--- config.mk ---
export PLATFORM = sky130hd
export DESIGN_NAME = next_available_server_dispatch
export DESIGN_NICKNAME = d
export VERILOG_FILES = /design/src/hw/rtl/nasd_pkg.sv /design/src/hw/rtl/nasd_ctrl.sv /design/src/hw/rtl/nasd_dp.sv /design/src/hw/rtl/next_available_server_dispatch.sv
export SDC_FILE = /design/constraint.sdc
export NUM_CORES = 2
export LEC_CHECK = 0
export ABC_AREA = 1
export BUFFER_PORTS_ARGS = -buffer_cell sky130_fd_sc_hd__buf_2
export CORE_AREA = 2 2 277 279
export CTS_BUF_LIST = sky130_fd_sc_hd__clkbuf_4
export DETAILED_ROUTE_END_ITERATION = 8
export DIE_AREA = 0 0 279 281
export PLACE_DENSITY = 0.82
export SLEW_MARGIN = 30
export SYNTH_ARGS = -nofsm -noshare
export SYNTH_HDL_FRONTEND = slang
export SYNTH_SLANG_ARGS = --single-unit
--- constraint.sdc ---
create_clock -name clk -period 4.7 [get_ports clk]
set_input_delay 0.705 -clock clk [delete_from_list [all_inputs] [get_ports clk]]
set_output_delay 0.705 -clock clk [all_outputs]
set_load 0.05 [all_outputs]
--- src/hw/rtl/nasd_pkg.sv ---
// Shared constants, codes and controller/datapath interface types for the dispatcher.
// No dependencies.
package nasd_pkg;

  localparam int POOL_SIZE = 16;
  localparam int SRV_W     = 4;
  localparam int NSRV_W    = 5;
  localparam int CNT_W     = 16;
  localparam int TIME_W    = 31;
  localparam int END_W     = 32;

  localparam logic [NSRV_W-1:0] NSRV_RESET = NSRV_W'(POOL_SIZE);
  localparam logic [CNT_W-1:0]  COUNT_MAX  = {CNT_W{1'b1}};

  localparam logic CMD_DISPATCH = 1'b0;
  localparam logic CMD_REPORT   = 1'b1;

  // Commands from the controller to the datapath.
  typedef struct packed {
    logic capture;    // latch the incoming item, clear the walk registers
    logic calc_free;  // register the free vector
    logic pick;       // rotating priority pick, advance the start position
    logic update;     // write the chosen server and load a dispatch result
    logic walk_max;   // fold one server into the running maximum
    logic walk_next;  // step the walk index
    logic emit;       // load a report result
  } cmd_t;

  // Status from the datapath to the controller.
  typedef struct packed {
    logic out_free;   // output register can take a result this cycle
    logic match;      // count at the walk index equals the maximum
    logic at_last;    // walk index is the last busiest server
    logic walk_end;   // walk index is the last server in use
  } stat_t;

endpackage

--- src/hw/rtl/nasd_ctrl.sv ---
// Controller state machine of the dispatcher: sequences dispatch and report items.
// Depends on nasd_pkg.
module nasd_ctrl (
  input  logic             clk,
  input  logic             rst_n,
  input  logic             in_tvalid,
  output logic             in_tready,
  input  logic             in_cmd,
  input  nasd_pkg::stat_t  stat_i,
  output nasd_pkg::cmd_t   cmd_o
);
  import nasd_pkg::*;

  localparam logic [2:0] S_IDLE  = 3'd0;
  localparam logic [2:0] S_FREE  = 3'd1;
  localparam logic [2:0] S_PICK  = 3'd2;
  localparam logic [2:0] S_UPD   = 3'd3;
  localparam logic [2:0] S_RMAX  = 3'd4;
  localparam logic [2:0] S_REMIT = 3'd5;

  logic [2:0] state_r, state_nxt;

  assign in_tready = (state_r == S_IDLE);

  always_comb begin
    state_nxt = state_r;
    cmd_o     = '0;
    case (state_r)
      S_IDLE: begin
        if (in_tvalid) begin
          cmd_o.capture = 1'b1;
          state_nxt = (in_cmd == CMD_REPORT) ? S_RMAX : S_FREE;
        end
      end
      S_FREE: begin
        cmd_o.calc_free = 1'b1;
        state_nxt = S_PICK;
      end
      S_PICK: begin
        cmd_o.pick = 1'b1;
        state_nxt = S_UPD;
      end
      S_UPD: begin
        if (stat_i.out_free) begin
          cmd_o.update = 1'b1;
          state_nxt = S_IDLE;
        end
      end
      S_RMAX: begin
        cmd_o.walk_max = 1'b1;
        if (stat_i.walk_end) begin
          state_nxt = S_REMIT;
        end
      end
      S_REMIT: begin
        if (!stat_i.match) begin
          cmd_o.walk_next = 1'b1;
        end else if (stat_i.out_free) begin
          cmd_o.emit = 1'b1;
          if (stat_i.at_last) begin
            state_nxt = S_IDLE;
          end else begin
            cmd_o.walk_next = 1'b1;
          end
        end
      end
      default: begin
        state_nxt = S_IDLE;
      end
    endcase
  end

  always_ff @(posedge clk) begin
    if (!rst_n) begin
      state_r <= S_IDLE;
    end else begin
      state_r <= state_nxt;
    end
  end

endmodule

--- src/hw/rtl/nasd_dp.sv ---
// Datapath of the dispatcher: server state, free check, rotating pick, report walk,
// output register. Depends on nasd_pkg.
module nasd_dp (
  input  logic                        clk,
  input  logic                        rst_n,
  input  logic                        cfg_wr_en,
  input  logic [nasd_pkg::NSRV_W-1:0] cfg_wr_data,
  input  logic                        in_cmd,
  input  logic [nasd_pkg::TIME_W-1:0] in_arrival,
  input  logic [nasd_pkg::TIME_W-1:0] in_load,
  input  nasd_pkg::cmd_t              cmd_i,
  output nasd_pkg::stat_t             stat_o,
  output logic                        out_valid,
  input  logic                        out_ready,
  output logic [nasd_pkg::SRV_W-1:0]  out_server_id,
  output logic                        out_dropped,
  output logic [nasd_pkg::CNT_W-1:0]  out_served,
  output logic [nasd_pkg::CNT_W-1:0]  out_max,
  output logic                        out_is_report,
  output logic                        out_is_last
);
  import nasd_pkg::*;

  // Lowest set bit of a vector; valid only when the vector is not zero.
  function automatic logic [SRV_W-1:0] first_set(input logic [POOL_SIZE-1:0] v);
    logic [SRV_W-1:0] pos;
    pos = '0;
    for (int i = POOL_SIZE - 1; i >= 0; i--) begin
      if (v[i]) pos = SRV_W'(i);
    end
    return pos;
  endfunction

  logic [NSRV_W-1:0]    num_srv_r;
  logic [END_W-1:0]     end_r [POOL_SIZE];
  logic [POOL_SIZE-1:0] assigned_r;
  logic [CNT_W-1:0]     count_r [POOL_SIZE];
  logic [CNT_W-1:0]     top_r;
  logic [SRV_W-1:0]     start_r;

  logic                 cmd_r;
  logic [TIME_W-1:0]    arrival_r;
  logic [TIME_W-1:0]    load_r;
  logic [POOL_SIZE-1:0] free_r;
  logic                 found_r;
  logic [SRV_W-1:0]     idx_r;
  logic [CNT_W-1:0]     best_r;
  logic [SRV_W-1:0]     last_r;

  logic                 out_valid_r;
  logic [SRV_W-1:0]     out_id_r;
  logic                 out_drop_r;
  logic [CNT_W-1:0]     out_served_r;
  logic [CNT_W-1:0]     out_max_r;
  logic                 out_rep_r;
  logic                 out_last_r;

  // Servers in use: zero counts as one, anything above the pool as the pool.
  logic [NSRV_W-1:0]    n_use;
  logic [SRV_W-1:0]     start_eff;
  logic [SRV_W-1:0]     start_next;
  logic [POOL_SIZE-1:0] free_now;
  logic [POOL_SIZE-1:0] free_hi;
  logic [CNT_W-1:0]     cnt_cur;
  logic [CNT_W-1:0]     cnt_inc;
  logic [CNT_W-1:0]     top_new;
  logic                 out_free;

  always_comb begin
    if (num_srv_r == '0) begin
      n_use = NSRV_W'(1);
    end else if (num_srv_r > NSRV_W'(POOL_SIZE)) begin
      n_use = NSRV_W'(POOL_SIZE);
    end else begin
      n_use = num_srv_r;
    end
  end

  assign start_eff  = ({1'b0, start_r} < n_use) ? start_r : '0;
  assign start_next = ({1'b0, start_eff} + NSRV_W'(1) >= n_use) ? '0
                      : start_eff + SRV_W'(1);

  always_comb begin
    for (int i = 0; i < POOL_SIZE; i++) begin
      free_now[i] = (NSRV_W'(i) < n_use) &&
                    (!assigned_r[i] || end_r[i] <= {1'b0, arrival_r});
      free_hi[i]  = free_r[i] && (SRV_W'(i) >= start_eff);
    end
  end

  assign cnt_cur  = count_r[idx_r];
  assign cnt_inc  = (cnt_cur == COUNT_MAX) ? cnt_cur : cnt_cur + CNT_W'(1);
  assign top_new  = (cnt_inc > top_r) ? cnt_inc : top_r;
  assign out_free = !out_valid_r || out_ready;

  assign stat_o.out_free  = out_free;
  assign stat_o.match     = (cnt_cur == best_r);
  assign stat_o.at_last   = (idx_r == last_r);
  assign stat_o.walk_end  = ({1'b0, idx_r} == n_use - NSRV_W'(1));

  // Control state: configuration, occupancy, counts, start position.
  always_ff @(posedge clk) begin
    if (!rst_n) begin
      num_srv_r  <= NSRV_RESET;
      assigned_r <= '0;
      top_r      <= '0;
      start_r    <= '0;
      for (int i = 0; i < POOL_SIZE; i++) count_r[i] <= '0;
    end else begin
      if (cfg_wr_en) num_srv_r <= cfg_wr_data;
      if (cmd_i.pick) start_r <= start_next;
      if (cmd_i.update && found_r) begin
        assigned_r[idx_r] <= 1'b1;
        count_r[idx_r]    <= cnt_inc;
        top_r             <= top_new;
      end
    end
  end

  always_ff @(posedge clk) begin
    if (cmd_i.update && found_r) end_r[idx_r] <= {1'b0, arrival_r} + {1'b0, load_r};
  end

  // Item registers, free vector and walk registers.
  always_ff @(posedge clk) begin
    if (cmd_i.capture) begin
      cmd_r     <= in_cmd;
      arrival_r <= in_arrival;
      load_r    <= in_load;
      idx_r     <= '0;
      best_r    <= '0;
      last_r    <= '0;
    end
    if (cmd_i.calc_free) free_r <= free_now;
    if (cmd_i.pick) begin
      found_r <= |free_r;
      idx_r   <= (|free_hi) ? first_set(free_hi) : first_set(free_r);
    end
    if (cmd_i.walk_max) begin
      if (cnt_cur >= best_r) begin
        best_r <= cnt_cur;
        last_r <= idx_r;
      end
      idx_r <= stat_o.walk_end ? '0 : idx_r + SRV_W'(1);
    end
    if (cmd_i.walk_next) idx_r <= idx_r + SRV_W'(1);
  end

  // Output register.
  always_ff @(posedge clk) begin
    if (!rst_n) begin
      out_valid_r <= 1'b0;
    end else if (cmd_i.update || cmd_i.emit) begin
      out_valid_r <= 1'b1;
    end else if (out_ready) begin
      out_valid_r <= 1'b0;
    end
  end

  always_ff @(posedge clk) begin
    if (cmd_i.update) begin
      out_id_r     <= found_r ? idx_r : '0;
      out_drop_r   <= !found_r;
      out_served_r <= found_r ? cnt_inc : '0;
      out_max_r    <= found_r ? top_new : top_r;
      out_rep_r    <= 1'b0;
      out_last_r   <= 1'b1;
    end else if (cmd_i.emit) begin
      out_id_r     <= idx_r;
      out_drop_r   <= 1'b0;
      out_served_r <= cnt_cur;
      out_max_r    <= best_r;
      out_rep_r    <= 1'b1;
      out_last_r   <= stat_o.at_last;
    end
  end

  assign out_valid     = out_valid_r;
  assign out_server_id = out_id_r;
  assign out_dropped   = out_drop_r;
  assign out_served    = out_served_r;
  assign out_max       = out_max_r;
  assign out_is_report = out_rep_r;
  assign out_is_last   = out_last_r;

endmodule

--- src/hw/rtl/next_available_server_dispatch.sv ---
// Top level of the next-available server dispatcher: controller plus datapath.
// Depends on nasd_pkg, nasd_ctrl and nasd_dp.
//
//   Channel  Direction  Contents
//   in_      slave      tuser = cmd, tdata = arrival_time, load_time
//   out_     master     tuser = is_report, tlast = is_last,
//                       tdata = server_id, dropped, served_count, max_count
//   cfg_     write      num_servers, taken at any edge with cfg_wr_en high
//
// After acceptance a dispatch item passes the free check, the rotating pick and
// the state update before its result enters the output register; a new item is
// taken only once the controller is back in idle.
// A report walks the servers in use through the single count read port: first to
// find the maximum, then again to emit each server that holds it.
// rst_n is synchronous and active low; it clears all counts and occupancy.
// A held output stalls the update or emit step; in_tready stays low meanwhile.
module next_available_server_dispatch (
  input  logic        clk,
  input  logic        rst_n,
  // Configuration: num_servers in bits 4:0.
  input  logic        cfg_wr_en,
  input  logic [4:0]  cfg_wr_data,
  // Input items.
  input  logic        in_tvalid,
  output logic        in_tready,
  input  logic [63:0] in_tdata,   // [30:0] arrival_time, [61:31] load_time, [63:62] zero
  input  logic        in_tuser,   // [0] cmd
  // Result items.
  output logic        out_tvalid,
  input  logic        out_tready,
  output logic [39:0] out_tdata,  // [3:0] server_id, [4] dropped, [20:5] served_count,
                                  // [36:21] max_count, [39:37] zero
  output logic        out_tuser,  // [0] is_report
  output logic        out_tlast   // is_last
);
  import nasd_pkg::*;

  cmd_t             dp_cmd;
  stat_t            dp_stat;
  logic [SRV_W-1:0] res_id;
  logic             res_drop;
  logic [CNT_W-1:0] res_served;
  logic [CNT_W-1:0] res_max;

  nasd_ctrl u_ctrl (
    .clk       (clk),
    .rst_n     (rst_n),
    .in_tvalid (in_tvalid),
    .in_tready (in_tready),
    .in_cmd    (in_tuser),
    .stat_i    (dp_stat),
    .cmd_o     (dp_cmd)
  );

  nasd_dp u_dp (
    .clk           (clk),
    .rst_n         (rst_n),
    .cfg_wr_en     (cfg_wr_en),
    .cfg_wr_data   (cfg_wr_data),
    .in_cmd        (in_tuser),
    .in_arrival    (in_tdata[30:0]),
    .in_load       (in_tdata[61:31]),
    .cmd_i         (dp_cmd),
    .stat_o        (dp_stat),
    .out_valid     (out_tvalid),
    .out_ready     (out_tready),
    .out_server_id (res_id),
    .out_dropped   (res_drop),
    .out_served    (res_served),
    .out_max       (res_max),
    .out_is_report (out_tuser),
    .out_is_last   (out_tlast)
  );

  assign out_tdata = {3'b000, res_max, res_served, res_drop, res_id};

endmodule

### Word level (Yosys, flattened, before mapping)

Memories as Yosys holds them, arrays and structs flattened. A register that Yosys moved wholly into a read port is not among the register bits.
Cells that the tools add are included.

| storage, ports and cells | value |
|---|---|
| logic and storage cells | 271 |
| input bits | 75 |
| output and inout bits | 44 |
| memories | 2 |
| bits in writable memories | 768 |
| bits in registers | 187 |

Memories:

| memory | words | width | read ports | clocked after Yosys merged registers in | wr ports | RTL line | RTL |
|---|---|---|---|---|---|---|---|
| u_dp.end_r | 16 | 32 | 16 | 0 | 1 | nasd_dp.sv:35 | `logic [END_W-1:0] end_r [POOL_SIZE];` |
| u_dp.count_r | 16 | 16 | 1 | 1 | 16 | nasd_dp.sv:37 | `logic [CNT_W-1:0] count_r [POOL_SIZE];` |

| operators by class | value |
|---|---|
| reduce and logical (&&, ||, !) cells | 79 |
| order comparisons | 55 |
| add/subtract/negate cells | 6 |
| bitwise operators | 1 |
| mux-type cells | 94 |
| equal/unequal tests | 15 |

Operators by type and width:

| cell | number |
|---|---|
| <= comparator 32 x 31 -> 1 bit | 16 |
| 2-to-1 mux 16 bit | 12 |
| 2-to-1 mux 4 bit | 48 |
| OR reduction 16 bit | 3 |
| less-than comparator 4 x 5 -> 1 bit, first input constant | 8 |
| logical AND 1 bit | 34 |
| adder 31 x 31 -> 32 bit | 1 |
| greater-or-equal comparator 4 bit, first input constant | 8 |
| 2-to-1 mux 1 bit | 21 |
| 2-to-1 mux 3 bit | 7 |
| less-than comparator 3 x 5 -> 1 bit, first input constant | 4 |
| logical NOT 1 bit | 18 |
| logical OR 1 bit | 18 |
| one-hot mux 3 bit (6 select lines) | 1 |
| adder 16 x 1 -> 16 bit, second input constant | 1 |
| equality test 16 bit | 1 |
| equality test 16 bit, second input constant | 1 |
| greater-or-equal comparator 16 bit | 1 |
| greater-or-equal comparator 3 x 4 -> 1 bit, first input constant | 4 |
| > comparator 16 bit | 1 |
| OR 16 bit | 1 |
| less-than comparator 1 x 5 -> 1 bit, first input constant | 2 |
| less-than comparator 2 x 5 -> 1 bit, first input constant | 2 |
| 2-to-1 mux 5 bit | 2 |
| 24 further kinds | 35 |

### Longest topological paths before layout

| logic depth | value |
|---|---|
| depth after elaboration | 28 |
| gate-level depth with buffers | 35 |
| mapped depth without buffers | 35 |

### By module

From an unflattened synthesis, not the netlist that was laid out.

| second synthesis, totals | value |
|---|---|
| cell total of the unflattened synthesis | 4190 |
| area, all modules | 48228.8 sq um |

By module, submodules not included:

| module | sequential area each (sq um) | cells each | area each (sq um) | instances |
|---|---|---|---|---|
| nasd_dp | 28026.9 | 4135 | 47924.7 | 1 |
| nasd_ctrl | 60.1 | 50 | 270.3 | 1 |
| next_available_server_dispatch | 0.0 | 5 | 33.8 | 1 |

### Worst setup path before layout

Ideal clock, no wire load.

| timing path | value |
|---|---|
| kind | reg-to-reg |
| from | register with a tool-made name |
| to | register u_dp.out_max_r[10] (netlist: u_dp.out_max[10]) (data pin) |
| path buffers | 4 |
| period minus slack after synthesis | 4.179 ns |
| required time | 4.428 ns |
| library setup time | 0.272 ns |
| setup slack | 0.521 ns |
| arrival | 3.907 ns |
| cell stages (with the launch flop) | 27 |
| cell sequence | dfxtp_1 buf_6 buf_12 buf_6 a21oi_2 o21ai_1 o211ai_1 nand3_2 nand2_4 ha_1 nand2_1 nor2_2 nand2_2 nor2_8 inv_4 o21bai_4 inv_2 ha_1 nand3_1 o211ai_1 a21oi_1 o211ai_1 nand2_1 a32o_1 clkbuf_1 o21ai_0 o211ai_1 |

RTL lines:

| item | RTL line | RTL |
|---|---|---|
| end signal, assigned | nasd_dp.sv:165 | `out_max_r <= found_r ? top_new : top_r;` |
| end signal, assigned | nasd_dp.sv:172 | `out_max_r <= best_r;` |
| end, declared | nasd_dp.sv:54 | `logic [CNT_W-1:0] out_max_r;` |

==> summary.json <==
{
  "ioPinCount": 119,
  "overall_fraction_of_global_route_tracks_in_use_pct": 33.67,
  "min_path_cells": 3,
  "synthMostInstantiatedCell": "sky130_fd_sc_hd__edfxtp_1",
  "crit_buf_inv": 6,
  "grt_pass1_vias": 36130,
  "dr_wl_met2_um": 62730,
  "post_synth_num_cell_types": 67,
  "yosys-top-cells-count": "888 x sky130_fd_sc_hd__edfxtp_1, 576 x sky130_fd_sc_hd__ha_1, 470 x sky130_fd_sc_hd__nand2_1, 433 x sky130_fd_sc_hd__nor2_1, 388 x sky130_fd_sc_hd__inv_1",
  "worst_skew_pair.late_latency_ns": 1.17,
  "num_vias": 36050,
  "n_fill_cell": 4801,
  "synth_top_cell_by_area": "sky130_fd_sc_hd__edfxtp_1",
  "rrSetupSlack_ns": 0.16,
  "actual_slew_at_the_worst_max_slew_pin_ns": 1.111,
  "path_max_fanout": 27,
  "drt_pass1_iterations": 6,
  "required_time_of_the_worst_setup_path_ns": 5.52,
  "finish.instance_area_um2": 55260,
  "placementRows": 101,
  "route.antenna.remaining_nets": 0,
  "timing.hold.worst.class": "in2reg",
  "detail_route.vias_per_cell": 6.159,
  "synthesis.area_per_instance_um2": 11.52,
  "critPathTopFamily": "compound AO/OA/AOI/OAI gates",
  "regToRegEndpoint": "u_dp.out_max[4]",
  "synthTopCellsByArea": "sky130_fd_sc_hd__edfxtp_1 55%, sky130_fd_sc_hd__ha_1 15%, sky130_fd_sc_hd__a21oi_1 3.8%",
  "worstPathArrival_ns": 5.35,
  "route.detailed.wl_per_inst_um": 22.59,
  "hpwl_um": 89350,
  "placement.io_buffers": 113,
  "crit_path_max_incr_delay_ns": 0.50,
  "fin_nets": 5320,
  "ff2ff_path_depth": 23,
  "register_area_um2": 28090,
  "drv_slew": 0,
  "remaining_drc_errors": 0,
  "ratio_of_total_power_to_cell_area_nw_per_um2": 561.4,
  "critical_path.slowest_cell": "sky130_fd_sc_hd__dfxtp_4",
  "area_of_the_multi_input_gates_um2": 18530,
  "hold_violations_final": 0,
  "met3RoutedLength_um": 13510,
  "unrepaired_setup_endpoints_after_global_routing": "yes",
  "clock_pin_slew_of_the_registers_on_the_worst_case_setup_and_hold_paths_ns": 0.07,
  "synth_top_flop_cell": "sky130_fd_sc_hd__edfxtp_1",
  "post_dp_cell_area_um2": 51210,
  "initial_utilization_pct": 64.36,
  "dieHeight_um": 281,
  "crit_path_cell_trace": "buf_4, clkbuf_16, mux2i_1, o211ai_1, o211ai_1, nand2_1, inv_2, nor3_1, nand2_1, nor2_8, inv_4, o21bai_4, inv_2, ha_1, nand3_1, o211ai_1, a21oi_1, o211ai_1, nand2_1, a32o_2, buf_12, o21ai_0, o211ai_1",
  "met1_length_um": 47770,
  "drtIter0Drc": 3580,
  "async_reset_ff_share_pct": 0,
  "cts_htree_levels": 4,
  "run_status": "completed",
  "hold_path_end": "u_dp.num_srv_r[0]",
  "criticalPathCategory": "reg2reg",
  "ir_worst_vdd_uv": 650.7,
  "post-synth-top-area-fraction_pct": 54.92,
  "grt_start_max_net_pins": 63,
  "post-route-min-period_ns": 4.538,
  "overall_routed_net_length_um": 132300,
  "cap_viol_max_count": 0,
  "number_of_enable_type_register_cells_in_the_synthesized_netlist": 888,
  "fp.dieW_um": 279,
  "critPathLaunchType": "register",
  "antenna_found_initial": 6,
  "synth-seq-area-share_pct": 57.84,
  "synth-seq-cells": 959,
  "layout_cell_share_with_drive_strength_beyond_1_pct": 14.73,
  "areaGrowthSynthToFinish_pct": 13.80,
  "routabilityCongestion": 0.9753,
  "endpoint_kind": "register",
  "grt_first_pass_wirelength_um": 198500,
  "die_area_um2": 78400,
  "setup_slack_of_the_critical_path_after_layout_ns": 0.1618,
  "critical-path-top-cell-by-count": "sky130_fd_sc_hd__o211ai_1",
  "max_clock_freq_mhz": 220.4,
  "setup-violations-final": 0,
  "clock-sinks": 959,
  "cts_inserted_buffers": 235,
  "postSynthCellCount": 4215,
  "route.top_layer_used": "met5",
  "clock_skew_ns": 0.09343,
  "cts_tree": "built",
  "min_delay_startpoint": "cfg_wr_en",
  "yosysWarnings": 0,
  "leakagePower_nw": 22.24,
  "max_slew_margin_pct": 25.25,
  "dpl_worst_slack_ns": 0.02146,
  "clockBufferDepth": 3,
  "mappedNetlistArea_um2": 48560,
  "min_period_over_period_pct": 96.56,
  "clock-root-buffer": "sky130_fd_sc_hd__clkbuf_4",
  "core-area_um2": 75440,
  "grt_overflow_total": 0
}
-- layout by cell type, fill, tap and decap left out, types with 10 or more instances in the layout --
cell type	count
sky130_fd_sc_hd__a31oi_1	16
sky130_fd_sc_hd__inv_1	387
sky130_fd_sc_hd__xnor2_1	10
sky130_fd_sc_hd__xor2_1	34
sky130_fd_sc_hd__clkinv_1	65
sky130_fd_sc_hd__nor4_1	25
sky130_fd_sc_hd__nor3_1	46
sky130_fd_sc_hd__clkbuf_4	354
sky130_fd_sc_hd__o21ai_0	196
sky130_fd_sc_hd__o21ai_1	36
sky130_fd_sc_hd__o21a_1	13
sky130_fd_sc_hd__a21oi_1	370
sky130_fd_sc_hd__edfxtp_1	888
sky130_fd_sc_hd__clkinv_2	13
sky130_fd_sc_hd__buf_4	114
sky130_fd_sc_hd__o221ai_1	11
sky130_fd_sc_hd__nand4_1	62
sky130_fd_sc_hd__inv_2	16
sky130_fd_sc_hd__dlygate4sd3_1	71
sky130_fd_sc_hd__ha_1	576
sky130_fd_sc_hd__o2111ai_1	12
sky130_fd_sc_hd__buf_2	113
sky130_fd_sc_hd__a221oi_1	12
sky130_fd_sc_hd__nand3_1	108
sky130_fd_sc_hd__mux2i_1	64
sky130_fd_sc_hd__a211oi_1	34
sky130_fd_sc_hd__nor2_4	17
sky130_fd_sc_hd__nor2_1	417
sky130_fd_sc_hd__dfxtp_1	69
sky130_fd_sc_hd__a21o_1	11
sky130_fd_sc_hd__nand2_2	13
sky130_fd_sc_hd__nand2_1	462
sky130_fd_sc_hd__o22ai_1	16
sky130_fd_sc_hd__o211ai_1	98
-- worst max-delay path by stage --
stage / start / endpoint / slack, ns / cells past startpoint
final: register / u_dp.out_max[4] / 0.16 / 23
after detailed placement: register / u_dp.out_max[9] / 0.02 / 23
after floorplan: register / u_dp.out_max[10] / 0.52 / 26
after global routing: register / u_dp.out_max[11] / -0.07 / 26
after global placement: register / u_dp.out_max[10] / 0.14 / 23
after CTS: register / u_dp.out_max[9] / 0.07 / 23
-- logic make-up after synthesis --
logic type      after synthesis  share of synthesized area [%]
simple gates               1175                          10.17
flops                       959                          57.84
compound gates              865                          10.44
fa+ha+maj                   577                          14.88
buf+inv                     524                          4.396
mux                          64                          1.319
xor+xnor                     50                         0.9405
other cells                   1                       0.007723
-- layer usage --
layer,global-route usage (%),vias up
met3,7.307,468
met4,20.40,6
met5,0,-
met2,55.62,2097
li1,-,16400
met1,40.73,17080
-- report_power, final --
| group | switching [mW] | total [mW] | internal (mW) |
|---|---|---|---|
| clock network | 3.54 | 7.13 | 3.60 |
| logic | 8.71 | 12.3 | 3.64 |
| registers | 0.304 | 11.5 | 11.2 |
| total | 12.5 | 31.0 | 18.5 |
-- worst reg2reg max path: stages, from the launching register on --
cell and delay [ns]:
sky130_fd_sc_hd__dfxtp_4 0.50, sky130_fd_sc_hd__buf_4 0.19, sky130_fd_sc_hd__clkbuf_16 0.20, sky130_fd_sc_hd__mux2i_1 0.10
sky130_fd_sc_hd__o211ai_1 0.17, sky130_fd_sc_hd__o211ai_1 0.18, sky130_fd_sc_hd__nand2_1 0.20, sky130_fd_sc_hd__inv_2 0.09
sky130_fd_sc_hd__nor3_1 0.22, sky130_fd_sc_hd__nand2_1 0.17, sky130_fd_sc_hd__nor2_8 0.23, sky130_fd_sc_hd__inv_4 0.09
sky130_fd_sc_hd__o21bai_4 0.18, sky130_fd_sc_hd__inv_2 0.06, sky130_fd_sc_hd__ha_1 0.27, sky130_fd_sc_hd__nand3_1 0.08
sky130_fd_sc_hd__o211ai_1 0.17, sky130_fd_sc_hd__a21oi_1 0.09, sky130_fd_sc_hd__o211ai_1 0.18, sky130_fd_sc_hd__nand2_1 0.08
sky130_fd_sc_hd__a32o_2 0.27, sky130_fd_sc_hd__buf_12 0.16, sky130_fd_sc_hd__o21ai_0 0.23, sky130_fd_sc_hd__o211ai_1 0.16
-- timing repair --
item	4_1_cts	5_1_grt
hold buffers	71	0
setup endpoints to repair	1	40
resized for setup	1	23
pin swaps	0	3
hold endpoints to repair	68	0
gates cloned	0	3
setup buffers	0	8
-- through the flow --
step           util, %  hold WS, ns  cells  TNS, ns  total power [mW]
6_report         73.24      0.09209   5854        0             31.02
5_1_grt          73.23      0.09825   5850  -0.4900             32.45
4_1_cts          72.98      0.02705   5836        0             30.53
3_5_place_dp     67.88       0.4642   5327        0             23.42
3_3_place_gp     67.47       0.4526   5313        0             23.03
2_1_floorplan        -       0.4225   4217        0             18.86
-- area by class of cell --
type,instances,share of cell area [%]
Clock buffer,354,4.809
Tap cell,978,2.214
Antenna cell,7,0.03170
Sequential cell,959,50.84
Timing Repair Buffer,324,4.875
Inverter,414,2.826
Multi-Input combinational cell,2734,33.54
Clock inverter,84,0.8695
-- state kept, by name, indices dropped and copies added, names as in the netlist, 31 cells and up, named ones only --
name            flops
u_dp.arrival_r     31
u_dp.load_r        31
u_dp.end_r        512
u_dp.count_r      256
No activity file was read; power rests on OpenSTA's default activity.
